==> config.mk <==
export PLATFORM = sky130hd
export DESIGN_NAME = sfcc_result_reg
export DESIGN_NICKNAME = d
export VERILOG_FILES = /design/src/sv/sfcc_pkg.sv /design/src/sv/sfcc_result_reg.sv
export SDC_FILE = /design/constraint.sdc
export NUM_CORES = 1
export LEC_CHECK = 0
export ABC_AREA = 1
export BUFFER_PORTS_ARGS = -buffer_cell sky130_fd_sc_hd__clkbuf_2
export CELL_PAD_IN_SITES_DETAIL_PLACEMENT = 1
export CELL_PAD_IN_SITES_GLOBAL_PLACEMENT = 2
export CORE_UTILIZATION = 25
export DETAILED_ROUTE_END_ITERATION = 10
export PLACE_DENSITY_LB_ADDON = 0.25
export SYNTH_ARGS = -nofsm -noshare
export SYNTH_HDL_FRONTEND = slang
export SYNTH_SLANG_ARGS = --single-unit
==> constraint.sdc <==
create_clock -name clk -period 0.8 [get_ports clk]
set_input_delay 0 -clock clk [delete_from_list [all_inputs] [get_ports clk]]
set_output_delay 0 -clock clk [all_outputs]
set_load 0.01 [all_outputs]
==> src/sv/sfcc_pkg.sv <==
// sfcc_pkg: shared types, constants and the byte-wide crc update for the
// sensor frame crc checker; depends on nothing
package sfcc_pkg;

  localparam logic [15:0] CRC_POLY = 16'hA001;
  localparam logic [15:0] CRC_INIT = 16'hFFFF;

  // byte positions inside one eight-byte frame
  localparam logic [2:0] POS_START   = 3'd0;
  localparam logic [2:0] POS_PAYLOAD = 3'd2;
  localparam logic [2:0] POS_CRC_LO  = 3'd6;
  localparam logic [2:0] POS_CRC_HI  = 3'd7;

  localparam int TDATA_W = 40;

  typedef struct packed {
    logic               crc_ok;
    logic signed [15:0] temperature;
    logic signed [15:0] humidity;
  } result_t;

  function automatic logic [15:0] crc_byte_update(input logic [15:0] crc_in,
                                                  input logic [7:0]  data);
    logic [15:0] crc;
    crc = crc_in ^ {8'h00, data};
    for (int i = 0; i < 8; i++) begin
      if (crc[0]) begin
        crc = (crc >> 1) ^ CRC_POLY;
      end else begin
        crc = crc >> 1;
      end
    end
    return crc;
  endfunction

endpackage

==> src/sv/sfcc_result_reg.sv <==
// sfcc_result_reg: output register of the result stream with its handshake
// depends on sfcc_pkg for the result type and the tdata width
module sfcc_result_reg (
  input  logic                          clk,
  input  logic                          rst,
  input  logic                          push,
  input  sfcc_pkg::result_t             result,
  output logic                          m_axis_tvalid,
  input  logic                          m_axis_tready,
  // bit 0 crc_ok, bits 16:1 temperature, bits 32:17 humidity, rest zero
  output logic [sfcc_pkg::TDATA_W-1:0]  m_axis_tdata
);

  sfcc_pkg::result_t held;

  always_ff @(posedge clk) begin
    if (rst) begin
      m_axis_tvalid <= 1'b0;
    end else if (push) begin
      m_axis_tvalid <= 1'b1;
    end else if (m_axis_tready) begin
      m_axis_tvalid <= 1'b0;
    end
  end

  always_ff @(posedge clk) begin
    if (push) begin
      held <= result;
    end
  end

  assign m_axis_tdata = {7'd0, held.humidity, held.temperature, held.crc_ok};

endmodule
==> summary.md, run 1 <==
| Metric | Value |
|---|---|
| Clock Power Share | 30.5% |
| Count of pins over their slew limit | 0 |
| Fin area | 1921 sq um |
| Outcome | finished, violations left |
| Hold Slack | 0.1761 ns |
| Max clock buf depth | 2 |
| Clock skew | 0 ns |
| WP data arrival | 0.81 ns |
| GR peak layer | met2 |
| Crit path launch | m_axis_tdata[13] |
| Reported max-cap violation count | 0 |
| Pwr Total | 3798 uW |
| Pwr Density | 1977 nW/um^2 |
| Via-to-Cell Ratio | 3.885 |
| Main flop type after synthesis | edfxtp_1 |
| Crit-path slowest cell | edfxtp_1 |
| Hold Path Class | in2reg |
| Layout cells sized above 1 | 48.43% |
| Largest net degree at the start of global routing | 35 |
| Antenna cells | 0 |
| Largest family of logic cells by synthesized area | buffers and inverters |
| GRT met2 Usage | 21.94% |
| Clock Latency Late Sink | 0.28 ns |
| Number of global-route vias before repair | 843 |
| Synth Area in XOR/XNOR | 0% |
| Sw Share | 22.13% |
| Total Routed Length | 2.638 mm |
| Cell variety after synth | 7 |
| Crit-path cells | clkbuf_2 |
| Boundary Pins | 78 |
| DRT antenna net count | 0 |
| #FFs+latches synth | 34 |
| Synth top cells by count | 33 x edfxtp_1, 7 x buf_4, 2 x inv_1 |
| Die height | 67.95 um |
| Die X | 67.95 um |
| Vias | 812 |
| Fin cells | 209 |
| R2R Path Start | m_axis_tvalid |
| Initial antenna violation count | 0 |
| Final core occ | 47.00% |
| WL/cell | 12.62 um |
| Static Leak | 0.0008546 uW |
| Yosys top cell by area | edfxtp_1 |
| Final setup violation count | 1 |
| First-pass GRT wire length | 3.684 mm |
| Clock tree from TritonCTS | yes |
| Post-CTS Setup Bufs | 0 |
| Initial Utilization | 26.61% |
| Minimum clock period | 0.8059 ns |
| Layout fillers | 457 |
| H-tree levels | 2 |
| Synth top area cells | edfxtp_1 91%, buf_4 4.8%, dfxtp_1 1.8% |
| Warnings from Yosys | 0 |
| CP Capture Type | output pin |
| Syn avg cell area | 23.64 sq um |
| Req. time, crit path | 0.80 ns |
| Sequential power share | 56.5% |
| Initial DRC count | 47 |
| DP HPWL | 1.658 mm |
| # clock sinks | 34 |
| Critical path launch point type | register |
| Async S/R FF share, synth | 0% |
| Critical path type | reg2out |
| Gr ovfl total | 0 |
| Sequential-to-total area share from yosys stat | 92.98% |
| Gpl congestion | 0.5468 |
| Yosys top cell area share | 91.14% |
| Synth-to-layout area growth | 76.64% |
| Site Rows | 23 |
| Unrepaired setup endpoints after global routing | yes |
| Synth Area in Compound Gates | 0.8055% |
| Clk slew on worst S/H paths | 0.07 ns |
| CORE AREA | 4086 sq um |
| VDD IR max | 0.0007904 V |
| Post-synth EDFFs | 33 |
| P_int | 2957 uW |
| Crit path buffers/inverters | 1 |
| CP top delay family | flip-flops |
| Failing checks | negative setup slack |
| Gate Count Post-Synth | 46 |
| Port Buffers | 70 |
| Met3 Usage GRT | 4.000% |
| Total GRT Usage | 11.81% |
| CTS buffer count | 5 |
| Clk root buf | clkbuf_8 |
| TritonRoute pass-1 iters | 2 |
| # placed instances | 166 |
| Crit-path max FO | 1 |
| Final-stage net count | 195 |
| Synth Area in Adders | 0% |
| Psw | 840.3 uW |
| Residual DRC | 0 |
| Post-route setup slack | -0.005900 ns |
| Hold path start | push |
| Fmax | 1241 MHz |
| Placed inst area | 1490 sq um |
| Crit-path max cell delay | 0.38 ns |
| Most common cell in the netlist | edfxtp_1 |
| Die area | 4617 sq um |
| Combinational cell fraction of total power | 13.0% |
| Simple-gate area share of the yosys netlist | 0.3452% |
| Mapped Area | 1087 sq um |
| Fraction of synthesized area in multiplexers | 0% |
| Final Hold Vio Count | 0 |
| Fin crit share | 100.7% |
| Met1 Resource Use GR | 10.34% |
-- stage by stage --
step,setup slack (ns),setup TNS (ns)
2_1_floorplan,0.2138,0
3_3_place_gp,0.1677,0
3_5_place_dp,0.1528,0
4_1_cts,-0.02622,-0.09889
5_1_grt,-0.05533,-0.4409
6_report,-0.005900,-0.005900
-- power by group through the flow --
stage / clock [uW] / sequential [uW] / combinational [uW]
2_1_floorplan: 0 / 2260 / 45.5
6_report: 1160 / 2140 / 494
5_1_grt: 1260 / 2160 / 539
4_1_cts: 1220 / 2150 / 497
3_5_place_dp: 0 / 2180 / 359
3_3_place_gp: 0 / 2180 / 350
-- cells in the final DEF (no fill, tap or decap) --
cell type | synthesis | final
inv_1 | 2 | 2
dlygate4sd3_1 | 0 | 35
clkbuf_8 | 0 | 5
buf_2 | 0 | 1
a21oi_2 | 1 | 1
clkinv_1 | 0 | 3
nand2_1 | 1 | 1
edfxtp_1 | 33 | 33
dfxtp_1 | 1 | 1
clkbuf_2 | 0 | 69
conb_1 | 1 | 7
buf_12 | 0 | 1
-- per-layer routing --
layer	routed length (um)	up-vias
met5	0	-
met4	65	0
met3	255	7
met2	1393	50
met1	924	375
li1	-	380
-- logic make-up (layout without fill, tap and decap cells) --
group                  count (synthesis)  after routing
flip-flops                            34             34
AO/OA/AOI/OAI                          1              1
other                                  1              7
buffers and inverters                  9            116
AND/OR/NAND/NOR                        1              1
-- area by class of cell --
type,instances,area [sq um],area share [%]
Timing Repair Buffer,106,720.7,37.52
Sequential cell,34,1011,52.64
Inverter,2,7.507,0.3909
Clock buffer,5,68.82,3.583
Multi-Input combinational cell,9,38.79,2.020
Tap cell,50,62.56,3.257
Clock inverter,3,11.26,0.5863
-- final timing paths --
kind	end	depth (start not counted)	slack, ns
worst max register to register	m_axis_tvalid	2	0.21
worst max-delay path	m_axis_tdata[13]	1	-0.006
worst min register to register	m_axis_tvalid	2	0.49
worst min-delay path	m_axis_tdata[31]	2	0.18
-- sequential cells by signal (all words and copies together) (netlist names) --
register	count
m_axis_tvalid	1
m_axis_tdata	33
-- timing repair --
| action | 4_1_cts | 5_1_grt |
|---|---|---|
| endpoints found under the hold margin | 34 | 0 |
| hold buffers | 35 | 0 |
| setup endpoints to repair | 9 | 30 |
| cloned | 0 | 0 |
| gates resized for setup | 0 | 1 |
(Power assumes the default switching activity.)
==> inputs of run 2 (changes only) <==
==> constraint.sdc (replaced) <==
create_clock -name clk -period 0.8 [get_ports clk]
set_input_delay 0 -clock clk [delete_from_list [all_inputs] [get_ports clk]]
set_output_delay 0 -clock clk [all_outputs]
set_load 0.005 [all_outputs]
==> run 2 against run 1 <==
The flow still finishes with violations (negative setup slack). Die area did not move. Critical path depth did not move. Clock skew did not move. First-iteration DRC count fell by 8.5%. Critical endpoint is now m_axis_tdata[19]. Highest routed layer unchanged.
==> summary.md, run 2 (same netlist as run 1, synthesis figures left out) <==
| Metric | Value |
|---|---|
| Largest net degree at the start of global routing | 35 (unchanged) |
| Psw | 782.2 uW (-6.9%) |
| Initial DRC count | 43 (-8.5%) |
| Combinational cell fraction of total power | 11.5% (-1.5 points) |
| Failing checks | negative setup slack |
| # clock sinks | 34 (unchanged) |
| Port Buffers | 70 (unchanged) |
| CTS buffer count | 5 (unchanged) |
| Crit-path max FO | 1 (unchanged) |
| Vias | 802 (-1.2%) |
| Area of the multi-input gates | 38.79 sq um (unchanged) |
| Gpl congestion | 0.5468 (unchanged) |
| Reported max-cap violation count | 0 (unchanged) |
| Clock Latency Late Sink | 0.28 ns (about the same) |
| Crit path launch | m_axis_tdata[19] |
| CORE AREA | 4086 sq um (unchanged) |
| Crit path buffers/inverters | 1 (unchanged) |
| Max reg flops | 33 (unchanged) |
| Gr ovfl total | 0 (unchanged) |
| Setup TNS | -0.001588 ns (+0.004312 ns) |
| DP HPWL | 1.564 mm (-5.6%) |
| H-tree levels | 2 (unchanged) |
| Die X | 67.95 um (unchanged) |
| Unrepaired setup endpoints after global routing | yes |
| Critical path launch point type | register |
| Post-route setup slack | -0.001588 ns (+0.004312 ns) |
| Hold Path Class | in2reg |
| CTS resizes | 0 (unchanged) |
| Hold path start | push |
| Site Rows | 23 (unchanged) |
| Die area | 4617 sq um (unchanged) |
| Commonest cells after routing, fill and taps aside | 70 x clkbuf_2, 35 x dlygate4sd3_1, 33 x edfxtp_1, 7 x conb_1, 5 x clkbuf_8 |
| Clk root buf | clkbuf_8 |
| Clock tree from TritonCTS | yes |
| R2R Path Start | m_axis_tvalid |
| Final-stage net count | 195 (unchanged) |
| CP top delay family | flip-flops |
| Layout fillers | 428 (-6.3%) |
| Count of pins over their slew limit | 0 (unchanged) |
| Clock skew | 0 ns (unchanged) |
| Synth-to-layout area growth | 76.75% (about the same) |
| Crit-path max cell delay | 0.39 ns (about the same) |
| Clk slew on worst S/H paths | 0.06 ns (about the same) |
| Static Leak | 0.0008568 uW (+0.25%) |
| Dpl ws | 0.1538 ns (+0.001000 ns) |
| Total GRT Usage | 11.27% (-0.54 points) |
| Boundary Pins | 78 (unchanged) |
| Req. time, crit path | 0.80 ns (about the same) |
| Initial Utilization | 26.61% (unchanged) |
| WP data arrival | 0.80 ns (about the same) |
| Crit-path cells | clkbuf_2 |
| Total Routed Length | 2.630 mm (-0.30%) |
| WL/cell | 12.58 um (-0.30%) |
| CP Capture Type | output pin |
| Layout cells sized above 1 | 49.06% (+0.63 points) |
| First-pass GRT wire length | 3.436 mm (-6.7%) |
| Die height | 67.95 um (unchanged) |
| Fin crit share | 100.2% (-0.54 points) |
| Clock Power Share | 31.3% (+0.8 points) |
| Max clock buf depth | 2 (unchanged) |
| Final setup violation count | 1 (unchanged) |
| Pwr Total | 3755 uW (-1.1%) |
| Via-to-Cell Ratio | 3.837 (-1.2%) |
| Crit-path slowest cell | edfxtp_1 |
| Number of global-route vias before repair | 775 (-8.1%) |
| DRT antenna net count | 0 (unchanged) |
| TritonRoute pass-1 iters | 2 (unchanged) |
| Initial antenna violation count | 0 (unchanged) |
| Antenna cells | 0 (unchanged) |
| Outcome | finished, violations left |
| VDD IR max | 0.0006678 V (-16%) |
| Register Area | 1011 sq um (unchanged) |
| Final Hold Vio Count | 0 (unchanged) |
| Sw Share | 20.83% (-1.3 points) |
| Minimum clock period | 0.8016 ns (-0.004312 ns) |
| Commonest non-fill, non-tap cell in the layout | clkbuf_2 |
| Critical path type | reg2out |
| Post-CTS Setup Bufs | 0 (unchanged) |
| Fmax | 1248 MHz (+0.54%) |
| Pwr Density | 1954 nW/um^2 (-1.2%) |
| Residual DRC | 0 (unchanged) |
| P_int | 2973 uW (+0.53%) |
| Sequential power share | 57.1% (+0.6 points) |
## run 2: final cells by class
cell class / instances / area share (%)
clock inverter: 2 / 0.4557
clock buffer: 6 / 3.776
timing repair buffer: 106 / 37.50
inverter: 2 / 0.3906
sequential: 34 / 52.60
tap: 50 / 3.255
multi-input combinational: 9 / 2.018
## run 2: what timing repair did
| item | CTS | global route |
|---|---|---|
| hold endpoints to repair | 34 | 0 |
| endpoints found under the setup margin | 3 | 19 |
| hold buffers | 35 | 0 |
## run 2: final timing paths
check                           slack [ns]  cells past startpoint               end
worst max-delay path                -0.002                      1  m_axis_tdata[19]
worst min register to register        0.49                      2     m_axis_tvalid
worst max register to register        0.21                      2     m_axis_tvalid
worst min-delay path                  0.18                      2  m_axis_tdata[16]
## run 2: per-layer routing
metal  routed length (um)  global-route usage (%)  up-vias
met5                    0                       0        -
met4                   45                   6.250        0
met3                  255                   5.667        7
met2                 1345                   19.73       49
met1                  983                   10.51      368
li1                     -                       -      378
## run 2: power by group through the flow
stage	clock network (uW)	registers, uW	logic, uW
CTS	1250	2140	434
global placement	0	2180	290
finish	1180	2150	433
detailed placement	0	2180	297
global route	1300	2160	478
floorplan	0	2200	37.8
## run 2: through the flow
stage	hold WS [ns]	util, %	instances	area [sq um]
after CTS	0.1739	47.03	209	1922
after floorplan	0.06244	-	52	1110
after global placement	0.1639	36.47	166	1490
after global routing	0.1760	47.03	209	1922
final	0.1808	47.03	209	1922
after detailed placement	0.1662	36.47	166	1490
==> inputs of run 3 (changes only) <==
--- a/config.mk
+++ b/config.mk
@@ -9,7 +9,8 @@
 export BUFFER_PORTS_ARGS = -buffer_cell sky130_fd_sc_hd__clkbuf_2
 export CELL_PAD_IN_SITES_DETAIL_PLACEMENT = 1
 export CELL_PAD_IN_SITES_GLOBAL_PLACEMENT = 2
-export CORE_UTILIZATION = 25
+export CORE_UTILIZATION = 26
+export CTS_BUF_LIST = sky130_fd_sc_hd__clkbuf_4 sky130_fd_sc_hd__clkbuf_8
 export DETAILED_ROUTE_END_ITERATION = 10
 export PLACE_DENSITY_LB_ADDON = 0.25
 export SYNTH_ARGS = -nofsm -noshare
==> run 3 against run 2 <==
Count of clock-buffer cells in the layout unchanged. The flow now finishes without violations. Largest power group unchanged. Non-clock buffer count up 1. Register-to-register slack improved by 0.03 ns. Power rose by 0.40%. Via count is the same. Cell count up 0.48%. Sequential share of layout area decreased by 0.64 points. Utilization increased by 1.6 points.
==> summary.md, run 3 (same netlist as run 1, synthesis figures left out) <==
| Metric | Value |
|---|---|
| VDD IR max | 0.0009429 V (+41%) |
| Unrepaired setup endpoints after global routing | yes |
| Clock tree from TritonCTS | yes |
| Total GRT Usage | 12.16% (+0.89 points) |
| Sw Share | 20.00% (-0.83 points) |
| Fin area | 1946 sq um (+1.2%) |
| Max reg flops | 33 (unchanged) |
| Clock Latency Late Sink | 0.27 ns (about the same) |
| Commonest cells after routing, fill and taps aside | 68 x clkbuf_2, 35 x dlygate4sd3_1, 33 x edfxtp_1, 7 x conb_1, 5 x clkbuf_8 |
| Residual DRC | 0 (unchanged) |
| FF-to-FF path depth | 2 (unchanged) |
| CP Capture Type | output pin |
| Clk root buf | clkbuf_8 |
| Crit-path max cell delay | 0.38 ns (about the same) |
| Die area | 4444 sq um (-3.7%) |
| Layout fillers | 417 (-2.6%) |
| R2R Path Start | m_axis_tvalid |
| Reported max-cap violation count | 0 (unchanged) |
| Commonest non-fill, non-tap cell in the layout | clkbuf_2 |
| Final setup violation count | 0 (-1) |
| Layout cells sized above 1 | 50.00% (+0.94 points) |
| Die height | 66.67 um (-1.9%) |
| TritonRoute pass-1 iters | 6 (+4) |
| Gr ovfl total | 0 (unchanged) |
| Final core occ | 48.64% (+1.6 points) |
| Fin cells | 210 (+0.48%) |
| Total Routed Length | 2.622 mm (-0.30%) |
| CORE AREA | 4000 sq um (-2.1%) |
| Critical path type | reg2out |
| Initial DRC count | 41 (-4.7%) |
| Initial Utilization | 27.18% (+0.57 points) |
| Dpl ws | 0.1650 ns (+0.01126 ns) |
| Crit-path max FO | 1 (unchanged) |
| Setup TNS | 0 ns (+0.001588 ns) |
| Req. time, crit path | 0.80 ns (about the same) |
| Sequential power share | 56.9% (-0.2 points) |
| CP top delay family | flip-flops |
| WL/cell | 12.49 um (-0.78%) |
| # placed instances | 167 (+0.60%) |
| Static Leak | 0.0008692 uW (+1.4%) |
| Clock Power Share | 31.3% (about the same) |
| Final-stage net count | 196 (+0.51%) |
| Outcome | finished clean |
| # clock sinks | 34 (unchanged) |
| Crit-path cells | clkbuf_2 |
| Site Rows | 23 (unchanged) |
| Setup slack, reg-to-reg | 0.24 ns (+0.03 ns) |
| Placed inst area | 1510 sq um (+1.3%) |
| Initial antenna violation count | 0 (unchanged) |
| Port Buffers | 70 (unchanged) |
| Clock skew | 0 ns (unchanged) |
| Critical path launch point type | register |
| CTS buffer count | 5 (unchanged) |
| Final Hold Vio Count | 0 (unchanged) |
| Crit-path slowest cell | edfxtp_1 |
| Largest net degree at the start of global routing | 19 (-46%) |
| DRT antenna net count | 0 (unchanged) |
| Crit path launch | m_axis_tdata[12] |
| Fmax | 1291 MHz (+3.5%) |
| Worst r2r dst | m_axis_tvalid |
| Gpl congestion | 0.5586 (+2.2%) |
| Psw | 753.9 uW (-3.6%) |
| Hold path endpoint | m_axis_tdata[9] |
| Fin crit share | 96.82% (-3.4 points) |
| Crit path buffers/inverters | 1 (unchanged) |
| Number of global-route vias before repair | 801 (+3.4%) |
| Hold Path Class | in2reg |
| Boundary Pins | 78 (unchanged) |
| Hold path start | push |
| P_int | 3016 uW (+1.5%) |
| Die X | 66.67 um (-1.9%) |
| Pwr Density | 1938 nW/um^2 (-0.83%) |
| Synth-to-layout area growth | 78.94% |
| Via-to-Cell Ratio | 3.819 (-0.48%) |
| Combinational cell fraction of total power | 11.8% (+0.3 points) |
| Clk slew on worst S/H paths | 0.07 ns (about the same) |
| First-pass GRT wire length | 3.705 mm (+7.8%) |
| DP HPWL | 1.733 mm (+11%) |
| Count of pins over their slew limit | 0 (unchanged) |
| Minimum clock period | 0.7746 ns (-0.02701 ns) |
| Hold depth | 2 (unchanged) |
| WP data arrival | 0.77 ns (-0.03 ns) |
| Vias | 802 (unchanged) |
| H-tree levels | 2 (unchanged) |
| Antenna cells | 0 (unchanged) |
| Max clock buf depth | 2 (unchanged) |
| Post-route setup slack | 0.02542 ns (+0.02701 ns) |
-- run 3: cell types whose count changed in the layout (fill, tap and decap cells not counted), sizes merged --
cell    previous run  this run
buf                1         4
clkbuf            76        74
-- run 3: cell type report --
type | count | area, sq um | share of cell area (%)
multi-input combinational | 9 | 38.79 | 1.994
timing repair buffer | 107 | 740.7 | 38.07
tap | 50 | 62.56 | 3.215
clock inverter | 2 | 8.758 | 0.4502
sequential | 34 | 1011 | 51.96
inverter | 2 | 7.507 | 0.3859
clock buffer | 6 | 76.32 | 3.923
-- run 3: power by group through the flow --
stage,logic (uW),registers [uW],clock network (uW)
after floorplan,37.8,2200,0
after detailed placement,311,2180,0
after CTS,450,2150,1240
after global routing,492,2160,1300
final,445,2140,1180
after global placement,307,2180,0
-- run 3: per-layer routing --
layer	global-route usage [%]	up-vias	share of wire (%)
met1	12.80	374	37
met3	4.623	2	8.3
met2	20.83	46	53
met4	6.383	0	0.99
li1	-	380	-
met5	0	-	0
-- run 3: repair_timing --
action	4_1_cts	5_1_grt
hold endpoints to repair	34	0
setup buffers	0	0
setup endpoints to repair	0	11
resized for setup	0	2
hold buffers	35	0
-- run 3: how the worst max path moves through the flow --
| stage | endpoint | slack, ns | cells past startpoint |
|---|---|---|---|
| CTS | m_axis_tdata[4] | 0.003 | 1 |
| finish | m_axis_tdata[12] | 0.03 | 1 |
| global route | m_axis_tdata[4] | -0.02 | 1 |
| detailed placement | m_axis_tdata[16] | 0.17 | 2 |
| global placement | m_axis_tdata[23] | 0.18 | 2 |
| floorplan | m_axis_tvalid | 0.26 | 2 |
-- run 3: metrics by stage --
step	total power, uW	hold WS [ns]
2_1_floorplan	2241	0.06244
3_3_place_gp	2487	0.1637
3_5_place_dp	2496	0.1628
4_1_cts	3833	0.1763
5_1_grt	3946	0.1794
6_report	3770	0.1767
